--- src/cri_pkg.sv ---
package cri_pkg;
  localparam int MAX_STOPS_D = 16;
  localparam int FRACTION_BITS_D = 16;
  localparam int CHANNEL_BITS_D = 8;
  localparam int POS_BITS = 32;
  localparam logic [0:0] CFG_DIVERGING = 1'b0;
  localparam logic [0:0] CFG_STOP_COUNT = 1'b1;
  localparam logic OP_LOAD = 1'b0;
  localparam logic OP_LOOKUP = 1'b1;
endpackage

--- src/cri_divider.sv ---
// Restoring divider: quotient = floor(num / den), one bit per cycle.
module cri_divider import cri_pkg::*; #(
  parameter int W = 48
) (
  input  logic         clk,
  input  logic         rst_n,
  input  logic         start,
  input  logic [W-1:0] num,
  input  logic [W-1:0] den,
  output logic         done,
  output logic [W-1:0] quo
);
  localparam int CW = $clog2(W + 1);
  logic [W-1:0] rem_r, rem_nxt, quo_r, quo_nxt, den_r;
  logic [CW-1:0] cnt_r, cnt_nxt;
  logic run_r, run_nxt, done_r, done_nxt;
  logic [W:0] trial;

  always_comb begin
    rem_nxt = rem_r;
    quo_nxt = quo_r;
    cnt_nxt = cnt_r;
    run_nxt = run_r;
    done_nxt = 1'b0;
    trial = {rem_r, quo_r[W-1]} - {1'b0, den_r};
    if (start) begin
      rem_nxt = '0;
      quo_nxt = num;
      cnt_nxt = CW'(W);
      run_nxt = 1'b1;
    end else if (run_r) begin
      if (!trial[W]) begin
        rem_nxt = trial[W-1:0];
        quo_nxt = {quo_r[W-2:0], 1'b1};
      end else begin
        rem_nxt = {rem_r[W-2:0], quo_r[W-1]};
        quo_nxt = {quo_r[W-2:0], 1'b0};
      end
      cnt_nxt = cnt_r - 1'b1;
      if (cnt_r == CW'(1)) begin
        run_nxt = 1'b0;
        done_nxt = 1'b1;
      end
    end
  end

  always_ff @(posedge clk) begin
    if (!rst_n) begin
      run_r <= 1'b0;
      done_r <= 1'b0;
      cnt_r <= '0;
    end else begin
      run_r <= run_nxt;
      done_r <= done_nxt;
      cnt_r <= cnt_nxt;
    end
    rem_r <= rem_nxt;
    quo_r <= quo_nxt;
    if (start) den_r <= den;
  end

  assign done = done_r;
  assign quo = quo_r;
endmodule

--- src/cri_stop_table.sv ---
// Stop table: position and color memories, one write and one read port each.
module cri_stop_table import cri_pkg::*; #(
  parameter int MAX_STOPS = MAX_STOPS_D,
  parameter int CHANNEL_BITS = CHANNEL_BITS_D,
  localparam int IW = $clog2(MAX_STOPS)
) (
  input  logic                      clk,
  input  logic                      we,
  input  logic [IW-1:0]             waddr,
  input  logic [POS_BITS-1:0]       wpos,
  input  logic [3*CHANNEL_BITS-1:0] wcolor,
  input  logic [IW-1:0]             raddr,
  output logic [POS_BITS-1:0]       rpos,
  output logic [3*CHANNEL_BITS-1:0] rcolor
);
  logic [POS_BITS-1:0] pos_mem [MAX_STOPS];
  logic [3*CHANNEL_BITS-1:0] col_mem [MAX_STOPS];

  always_ff @(posedge clk) begin
    if (we) begin
      pos_mem[waddr] <= wpos;
      col_mem[waddr] <= wcolor;
    end
    rpos <= pos_mem[raddr];
    rcolor <= col_mem[raddr];
  end
endmodule

--- src/color_ramp_interpolator.sv ---
// Color ramp interpolator.
// Words enter on the command channel: start is taken when busy is low. A word
// with op load writes one color stop into the table, gives no result and
// leaves busy low, so the next word can follow at the next edge.
// A word with op lookup maps lookup_value to a color. The result appears on the
// out_ ports for one cycle, marked by out_valid. The receiver cannot stall, so
// results are never held back.
// A ramp lookup reads entry 0 and the last entry first. It then walks the
// table one entry per cycle over the memory read port, visiting up to
// MAX_STOPS - 1 entries. A blend runs the 48 bit restoring divider once per
// channel. Some results take the color of a stop without a blend: clamped,
// a single stop, an empty segment or the last stop. Busy is low in the
// strobe cycle, so a new word can be taken at its end.
// Configuration words (diverging_mode, stop_count) arrive on the cfg_
// channel, always ready, and should only be written while busy is low.
// Synchronous reset clears the control state and both registers; the stop
// table itself is undefined until loaded.
module color_ramp_interpolator import cri_pkg::*; #(
  parameter int FRACTION_BITS = FRACTION_BITS_D,
  parameter int CHANNEL_BITS = CHANNEL_BITS_D
) (
  input  logic                    clk,
  input  logic                    rst_n,
  input  logic                    start,
  output logic                    busy,
  input  logic                    in_op,
  input  logic [3:0]              in_stop_index,
  input  logic signed [31:0]      in_stop_position,
  input  logic [CHANNEL_BITS-1:0] in_stop_red,
  input  logic [CHANNEL_BITS-1:0] in_stop_green,
  input  logic [CHANNEL_BITS-1:0] in_stop_blue,
  input  logic signed [31:0]      in_lookup_value,
  output logic                    out_valid,
  output logic [CHANNEL_BITS-1:0] out_red,
  output logic [CHANNEL_BITS-1:0] out_green,
  output logic [CHANNEL_BITS-1:0] out_blue,
  output logic                    out_below_range,
  output logic                    out_above_range,
  output logic [3:0]              out_segment,
  output logic                    out_empty_white,
  input  logic                    cfg_valid,
  output logic                    cfg_ready,
  input  logic [0:0]              cfg_index,
  input  logic [4:0]              cfg_data
);
  localparam int MAX_STOPS = MAX_STOPS_D;
  localparam int IW = $clog2(MAX_STOPS);
  localparam int CNTW = $clog2(MAX_STOPS + 1);
  localparam int CB = CHANNEL_BITS;
  localparam int DW = CB + 40;
  localparam logic [CB-1:0] WHITE = {CB{1'b1}};

  localparam logic [3:0] S_IDLE = 4'd0, S_RD0 = 4'd1, S_FIRST = 4'd2,
    S_LAST = 4'd3, S_SCAN = 4'd4, S_RDLO = 4'd5, S_GETLO = 4'd6,
    S_GETHI = 4'd7, S_DIV = 4'd8, S_WAIT = 4'd9, S_OUT = 4'd10,
    S_RDLAST = 4'd11, S_SOLID = 4'd12;

  logic [3:0] st_r, st_nxt;
  logic div_r, div_nxt;
  logic [CNTW-1:0] cnt_r, cnt_nxt;
  logic signed [31:0] t_r, t_nxt;
  logic signed [32:0] lo_pos_r, lo_pos_nxt;
  logic [IW-1:0] idx_r, idx_nxt, raddr;
  logic [CNTW-1:0] n_eff;
  logic [3*CB-1:0] lo_col_r, lo_col_nxt, hi_col_r, hi_col_nxt;
  logic [DW-1:0] nn_r, nn_nxt, dd_r, dd_nxt;
  logic [1:0] ch_r, ch_nxt;
  logic [CB-1:0] rgb_r [3], rgb_nxt [3];
  logic below_r, below_nxt, above_r, above_nxt, empty_r, empty_nxt;
  logic [3:0] seg_r, seg_nxt;
  logic ov_r, ov_nxt;
  logic [POS_BITS-1:0] rpos;
  logic [3*CB-1:0] rcolor;
  logic dv_start, dv_done;
  logic [DW-1:0] dv_num, dv_quo, acc;
  logic [CB-1:0] clo, chi;
  logic signed [32:0] dnum, dden;
  logic load_we;

  assign cfg_ready = 1'b1;
  assign busy = (st_r != S_IDLE);
  assign n_eff = (cnt_r > CNTW'(MAX_STOPS)) ? CNTW'(MAX_STOPS) : cnt_r;
  assign load_we = start && !busy && in_op == OP_LOAD && 32'(in_stop_index) < MAX_STOPS;

  cri_stop_table #(.MAX_STOPS(MAX_STOPS), .CHANNEL_BITS(CB)) u_table (
    .clk(clk), .we(load_we), .waddr(in_stop_index[IW-1:0]),
    .wpos(in_stop_position), .wcolor({in_stop_blue, in_stop_green, in_stop_red}),
    .raddr(raddr), .rpos(rpos), .rcolor(rcolor));

  // Blend accumulator: lo*(d-n) + hi*n, rounded as (2acc+d)/(2d).
  always_comb begin
    clo = lo_col_r[ch_r*CB +: CB];
    chi = hi_col_r[ch_r*CB +: CB];
    acc = DW'(clo) * (dd_r - nn_r) + DW'(chi) * nn_r;
    dv_num = {acc[DW-2:0], 1'b0} + dd_r;
  end

  cri_divider #(.W(DW)) u_div (
    .clk(clk), .rst_n(rst_n), .start(dv_start), .num(dv_num),
    .den({dd_r[DW-2:0], 1'b0}), .done(dv_done), .quo(dv_quo));

  always_comb begin
    st_nxt = st_r; idx_nxt = idx_r; t_nxt = t_r; lo_pos_nxt = lo_pos_r;
    lo_col_nxt = lo_col_r; hi_col_nxt = hi_col_r; nn_nxt = nn_r; dd_nxt = dd_r;
    ch_nxt = ch_r; rgb_nxt = rgb_r; below_nxt = below_r; above_nxt = above_r;
    empty_nxt = empty_r; seg_nxt = seg_r; ov_nxt = 1'b0;
    div_nxt = div_r; cnt_nxt = cnt_r; raddr = idx_r; dv_start = 1'b0;
    dnum = 33'(t_r) - lo_pos_r;
    dden = 33'(signed'(rpos)) - lo_pos_r;
    if (cfg_valid) begin
      if (cfg_index == CFG_DIVERGING) div_nxt = cfg_data[0];
      else cnt_nxt = cfg_data[CNTW-1:0];
    end
    unique case (st_r)
      S_IDLE: begin
        if (start && in_op == OP_LOOKUP) begin
          below_nxt = 1'b0; above_nxt = 1'b0; empty_nxt = 1'b0; seg_nxt = '0;
          t_nxt = in_lookup_value; ch_nxt = '0;
          idx_nxt = '0; raddr = '0;
          if (div_r) begin
            dd_nxt = DW'(1) << FRACTION_BITS;
            if (in_lookup_value < 0) begin
              below_nxt = 1'b1; nn_nxt = '0; idx_nxt = '0;
            end else if (in_lookup_value > (32'sd1 <<< FRACTION_BITS)) begin
              above_nxt = 1'b1; seg_nxt = 4'd1; idx_nxt = IW'(1);
              nn_nxt = DW'(1) << FRACTION_BITS;
            end else if ((33'(in_lookup_value) <<< 1) < (33'sd1 <<< FRACTION_BITS)) begin
              nn_nxt = DW'(in_lookup_value) << 1; idx_nxt = '0;
            end else begin
              seg_nxt = 4'd1; idx_nxt = IW'(1);
              nn_nxt = (DW'(in_lookup_value) << 1) - (DW'(1) << FRACTION_BITS);
            end
            st_nxt = S_RDLO;
          end else if (n_eff == '0) begin
            empty_nxt = 1'b1;
            for (int k = 0; k < 3; k++) rgb_nxt[k] = WHITE;
            st_nxt = S_OUT;
          end else begin
            st_nxt = S_RD0;
          end
        end
      end
      S_RD0: begin
        // Entry 0 is read again so that it lands in S_FIRST.
        st_nxt = S_FIRST;
      end
      S_FIRST: begin
        lo_col_nxt = rcolor;
        if (n_eff == CNTW'(1)) st_nxt = S_SOLID;
        else if (t_r < signed'(rpos)) begin
          below_nxt = 1'b1; st_nxt = S_SOLID;
        end else st_nxt = S_LAST;
        raddr = IW'(n_eff - 1'b1);
      end
      S_LAST: begin
        // Last entry data available. A value equal to it still walks the table,
        // since an unordered table can hold an earlier matching segment.
        if (t_r > signed'(rpos)) begin
          lo_col_nxt = rcolor; above_nxt = 1'b1;
          st_nxt = S_SOLID;
        end else begin
          idx_nxt = '0; raddr = '0; st_nxt = S_RDLO;
          ch_nxt = 2'd3;
        end
      end
      S_RDLO: begin
        raddr = idx_r;
        st_nxt = (ch_r == 2'd3) ? S_SCAN : S_GETLO;
        if (ch_r == 2'd3) begin
          // Entry 0 is on the read port: it opens the first segment.
          lo_pos_nxt = 33'(signed'(rpos)); lo_col_nxt = rcolor;
          idx_nxt = idx_r + 1'b1; raddr = idx_r + 1'b1;
        end
      end
      S_SCAN: begin
        // rpos is entry idx_r and lo_pos_r holds entry idx_r - 1.
        if (t_r < signed'(rpos)) begin
          seg_nxt = 4'(idx_r - 1'b1);
          if (dden <= 0 || dnum <= 0) st_nxt = S_SOLID;
          else begin
            hi_col_nxt = rcolor; nn_nxt = DW'(dnum);
            dd_nxt = DW'(dden); ch_nxt = '0; st_nxt = S_DIV;
          end
        end else if (idx_r == IW'(n_eff - 1'b1)) begin
          // No segment matched: the last color, reported as the last segment.
          lo_col_nxt = rcolor; seg_nxt = 4'(n_eff - 2'd2);
          st_nxt = S_SOLID;
        end else begin
          lo_pos_nxt = 33'(signed'(rpos)); lo_col_nxt = rcolor;
          idx_nxt = idx_r + 1'b1; raddr = idx_r + 1'b1;
        end
      end
      S_GETLO: begin
        lo_col_nxt = rcolor; idx_nxt = idx_r + 1'b1; raddr = idx_r + 1'b1;
        st_nxt = S_GETHI;
      end
      S_GETHI: begin
        st_nxt = S_WAIT; ch_nxt = 2'd0;
      end
      S_WAIT: begin
        hi_col_nxt = rcolor; st_nxt = S_DIV;
      end
      S_DIV: begin
        dv_start = 1'b1; st_nxt = S_RDLAST;
      end
      S_RDLAST: begin
        if (dv_done) begin
          rgb_nxt[ch_r] = dv_quo[CB-1:0];
          if (ch_r == 2'd2) st_nxt = S_OUT;
          else begin
            ch_nxt = ch_r + 1'b1; st_nxt = S_DIV;
          end
        end
      end
      S_SOLID: begin
        for (int k = 0; k < 3; k++) rgb_nxt[k] = lo_col_r[k*CB +: CB];
        st_nxt = S_OUT;
      end
      S_OUT: begin
        ov_nxt = 1'b1; st_nxt = S_IDLE;
      end
      default: st_nxt = S_IDLE;
    endcase
  end

  always_ff @(posedge clk) begin
    if (!rst_n) begin
      st_r <= S_IDLE; ov_r <= 1'b0; div_r <= 1'b0; cnt_r <= '0;
      ch_r <= '0; seg_r <= '0;
    end else begin
      st_r <= st_nxt; ov_r <= ov_nxt; div_r <= div_nxt; cnt_r <= cnt_nxt;
      ch_r <= ch_nxt; seg_r <= seg_nxt;
    end
    idx_r <= idx_nxt; t_r <= t_nxt; lo_pos_r <= lo_pos_nxt;
    lo_col_r <= lo_col_nxt; hi_col_r <= hi_col_nxt; nn_r <= nn_nxt; dd_r <= dd_nxt;
    rgb_r <= rgb_nxt; below_r <= below_nxt; above_r <= above_nxt; empty_r <= empty_nxt;
  end

  assign out_valid = ov_r;
  assign out_red = rgb_r[0];
  assign out_green = rgb_r[1];
  assign out_blue = rgb_r[2];
  assign out_below_range = below_r;
  assign out_above_range = above_r;
  assign out_segment = seg_r;
  assign out_empty_white = empty_r;
endmodule
--- config.mk ---
export PLATFORM = sky130hd
export DESIGN_NAME = color_ramp_interpolator
export DESIGN_NICKNAME = d
export VERILOG_FILES = /design/src/cri_pkg.sv /design/src/cri_divider.sv /design/src/cri_stop_table.sv /design/src/color_ramp_interpolator.sv
export SDC_FILE = /design/constraint.sdc
export NUM_CORES = 2
export LEC_CHECK = 0
export BUFFER_PORTS_ARGS = -buffer_cell sky130_fd_sc_hd__clkbuf_2
export CORE_MARGIN = 2
export CORE_UTILIZATION = 42
export DETAILED_ROUTE_END_ITERATION = 16
export PLACE_DENSITY = 0.57
export SYNTH_ARGS = -nofsm -noshare
export SYNTH_HDL_FRONTEND = slang
export SYNTH_SLANG_ARGS = --single-unit
--- constraint.sdc ---
create_clock -name clk -period 26.2 [get_ports clk]
set_input_delay 7.86 -clock clk [delete_from_list [all_inputs] [get_ports clk]]
set_output_delay 7.86 -clock clk [all_outputs]
set_load 0.01 [all_outputs]
==> impl_table.tex <==
\begin{tabular}{lr}
\hline
Metric & Value \\
\hline
\multicolumn{2}{l}{\textbf{Floorplan}} \\
Width of the chip & 446 um \\
Floorplan die height & 446 um \\
Placeable core area & 0.195 mm2 \\
Boundary Pins & roughly 140 \\
Effective utilization at floorplan & 42.2\% \\
Die area & 0.199 mm2 \\
Std cell rows & 162 \\
\multicolumn{2}{l}{\textbf{Layout}} \\
Share of post-route cells with drive strength above 1 & 7.36\% \\
Final design utilization & between 40 and 50\% \\
Summed area of non-filler cells in the final layout & 0.0910 mm2 \\
Final net count & 8,004 \\
Leading cell types in the layout, fill and taps excluded & edfxtp\_1 (1,187), mux2i\_1 (902), inv\_1 (810) \\
Layout-stage area growth over the synthesis result & 10.7\% \\
Leading cell type in the layout, fill and taps excluded & edfxtp\_1 \\
\multicolumn{2}{l}{\textbf{Timing}} \\
Max frequency & 0.0800 GHz \\
Unrepaired setup endpoints after global routing & no \\
Max-Slew Margin vs Limit & 23.2\% \\
Post-Route Skew & 63.6 ps \\
Max Transition Viols Final & 0 \\
Time the final worst path needs with I/O delays and setup & 12,500 ps \\
Period Utilization, post-route & between 40\% and 50\% \\
Finish-stage setup viols & 0 \\
Setup total negative slack & 0 ps \\
Final number of hold-violating endpoints & 0 \\
Transition at the pin with the smallest max-transition slack & $\sim$1200 ps \\
Least setup slack across all paths after layout & 13,700 ps \\
\multicolumn{2}{l}{\textbf{Place}} \\
Port Buffer Count & approximately 140 \\
Final RePlAce weighted congestion & 0.913 \\
Pre-CTS setup slack & between 10,000 and 15,000 ps \\
Area after DPL & between 0.08 and 0.09 mm2 \\
Post-DP HPWL & 153 mm \\
\multicolumn{2}{l}{\textbf{Detailed routing}} \\
Number of design rule violations left after detail routing & 0 \\
Total number of vias & about 52,000 \\
DRT iter0 DRCs & 3,632 \\
Post-route ant nets & 0 \\
Vias per std cell & $\sim$5.3 \\
Detail-routed net length per standard cell & 22.2 um \\
Post-detailed-routing wire length & 217 mm \\
Pre-Repair DR Iteration Count & 6 \\
\multicolumn{2}{l}{\textbf{Worst setup path}} \\
Crit Reg-Reg Startpoint & nn\_r[0] \\
WS Path Type & register to register \\
Dominant delay contributor by cell family on the critical path & compound AO/OA/AOI/OAI gates \\
Worst Reg2Reg Path Length in Cells & 44 \\
Nature of the critical path startpoint & register \\
Delay of the slowest cell on the worst path & 730 ps \\
Register-to-register setup slack & 13,700 ps \\
Stages on worst setup path & 44 \\
Bufs and invs on worst path & 3 \\
Crit path max-delay cell type & xnor2\_1 \\
Crit. End Element & register \\
Timing endpoint of the critical path & u\_div.quo[47] \\
Crit path from & nn\_r[0] \\
Worst reg2reg path endpoint & u\_div.quo[47] \\
Maximum net fanout on the critical path & 9 \\
Most prevalent standard cell on the critical path & fa\_1 \\
Crit path DAT & 13,000 ps \\
Worst endpoint required time & between 20,000 and 30,000 ps \\
\multicolumn{2}{l}{\textbf{Run}} \\
Max-capacitance violation count & 0 \\
\multicolumn{2}{l}{\textbf{CTS}} \\
Sinks on the clock net & 1,316 \\
CTS tree & built \\
Post-CTS Hold Fix Bufs & 0 \\
Clock Root Buffer & clkbuf\_16 \\
Number of H-tree levels & 4 \\
Maximum buffer depth of the clock tree & 3 \\
PostCTS Resize Cnt & 0 \\
Buffers inserted during post-CTS setup optimization & 0 \\
Num CTS Buffers & roughly 150 \\
Clock latency reported for the late side of the worst-skew pair & 820 ps \\
Worst-path clk slew & 60 ps \\
\multicolumn{2}{l}{\textbf{Synth}} \\
Number of synthesized flops with an enable pin & 1,187 \\
Number of flip-flops and latches in the synthesized netlist & 1,316 \\
Yosys cell types & 87 \\
Average instance area after synthesis & approximately 12 um2 \\
Syn nets & 7,900 \\
Synth area leader & edfxtp\_1 \\
Area fraction of the dominant cell type after synthesis & 43.4\% \\
Post-synthesis cell count & 6,914 \\
Biggest area contributors in the synthesized netlist & edfxtp\_1 (43\%), fa\_1 (14\%), mux2i\_1 (11\%), ha\_1 (4.8\%), inv\_1 (3.7\%) \\
FFs w/ async S/R, synth & 0\% \\
Syn. warnings & 0 \\
Portion of the post-synthesis area used by sequential elements & 46.5\% \\
Post-Syn Area & 0.0822 mm2 \\
Most frequently used flop master after synthesis & edfxtp\_1 \\
\multicolumn{2}{l}{\textbf{Global routing}} \\
Number of global-route vias before repair & approximately 53,000 \\
Global-route wire length before repair & 327 mm \\
Grt ovf & 0 \\
Largest net degree at the start of global routing & between 100 and 150 \\
Global router's overall resource usage & 21.7\% \\
Initial antenna violation count & 15 \\
\multicolumn{2}{l}{\textbf{Outcome}} \\
Result of the run & complete, no violations \\
\multicolumn{2}{l}{\textbf{Min path}} \\
Worst hold path class & register to register \\
\hline
\end{tabular}
==> metrics by stage <==
step                hold slack, ps  instances
global placement               430       9492
CTS                            432       9766
finish                         431       9768
floorplan                      404       6914
global route                   445       9766
detailed placement             417       9492
==> routing by layer <==
| layer | wire (um) | track usage [%] | vias up |
|---|---|---|---|
| met5 | 40 | 0 | - |
| met4 | 7370 | 7.52 | 6 |
| met3 | 8470 | 2.82 | 364 |
| met2 | 108000 | 37.8 | 1207 |
| met1 | 92400 | 27.7 | 26400 |
| li1 | - | - | 24300 |
==> cells in the mapped netlist, drive strengths merged, types with 115 or more instances <==
master and count:
mux2i 902, inv 811, xnor2 154, a21o 115
clkbuf 185, nand2 597, ha 318, and2 177
nor2 306, dfxtp 129, o21ai 233, edfxtp 1187
fa 565, a21oi 274
==> sequential cells by signal, summed over array words and instances, names as in the netlist, 33 cells and up <==
register,count
u_div.quo,48
dd_r,33
u_table.pos_mem,512
u_table.col_mem,384
u_div.den_r,33
nn_r,34
u_div.rem_r,48
==> layout make-up <==
type	count	area, um2
Fill cell	17700	104000
Multi-Input combinational cell	4509	40100
Antenna cell	2	5.00
Tap cell	2624	3280
Inverter	811	3040
Clock inverter	67	811
Clock buffer	207	4090
Sequential cell	1316	38200
Timing Repair Buffer	232	1430
==> logic make-up (layout without fill, tap and decap cells) <==
| family | Yosys count | after routing | share of synthesized area [%] |
|---|---|---|---|
| AND/OR/NAND/NOR | 1477 | 1477 | 8.39 |
| flip-flops | 1316 | 1316 | 46.5 |
| buffers and inverters | 1089 | 1317 | 5.10 |
| AO/OA/AOI/OAI | 1005 | 1005 | 7.83 |
| multiplexers | 907 | 907 | 11.0 |
| adder cells (fa/ha/maj) | 883 | 883 | 18.6 |
| XOR/XNOR | 236 | 236 | 2.53 |
| other | 1 | 3 | 0.00456 |
==> worst reg2reg max path: cells and delay by family (launching register included) <==
kind                       cells  cell delay (ps)
adders and majority gates     10             4380
DFF                            1              530
xor gates and xnor gates       5             1570
and+or+nand+nor                5              640
buffers and inverters          3              140
AOI/OAI and AO/OA             21             4900
==> how the worst min path moves through the flow <==
stage	startpoint	end	slack, ps	depth (start not counted)
after floorplan	u_table.rcolor[0]	hi_col_r[0]	400	0
after global placement	u_table.rcolor[23]	hi_col_r[23]	430	0
after detailed placement	u_table.rcolor[23]	hi_col_r[23]	420	0
after CTS	u_table.rcolor[20]	lo_col_r[20]	430	0
after global routing	u_table.rcolor[20]	lo_col_r[20]	450	0
final	u_table.rcolor[20]	hi_col_r[20]	430	0
Power is left out: the tool's default activity adds up to more than one toggle a clock period on the data nets, which glitch-free logic cannot reach.
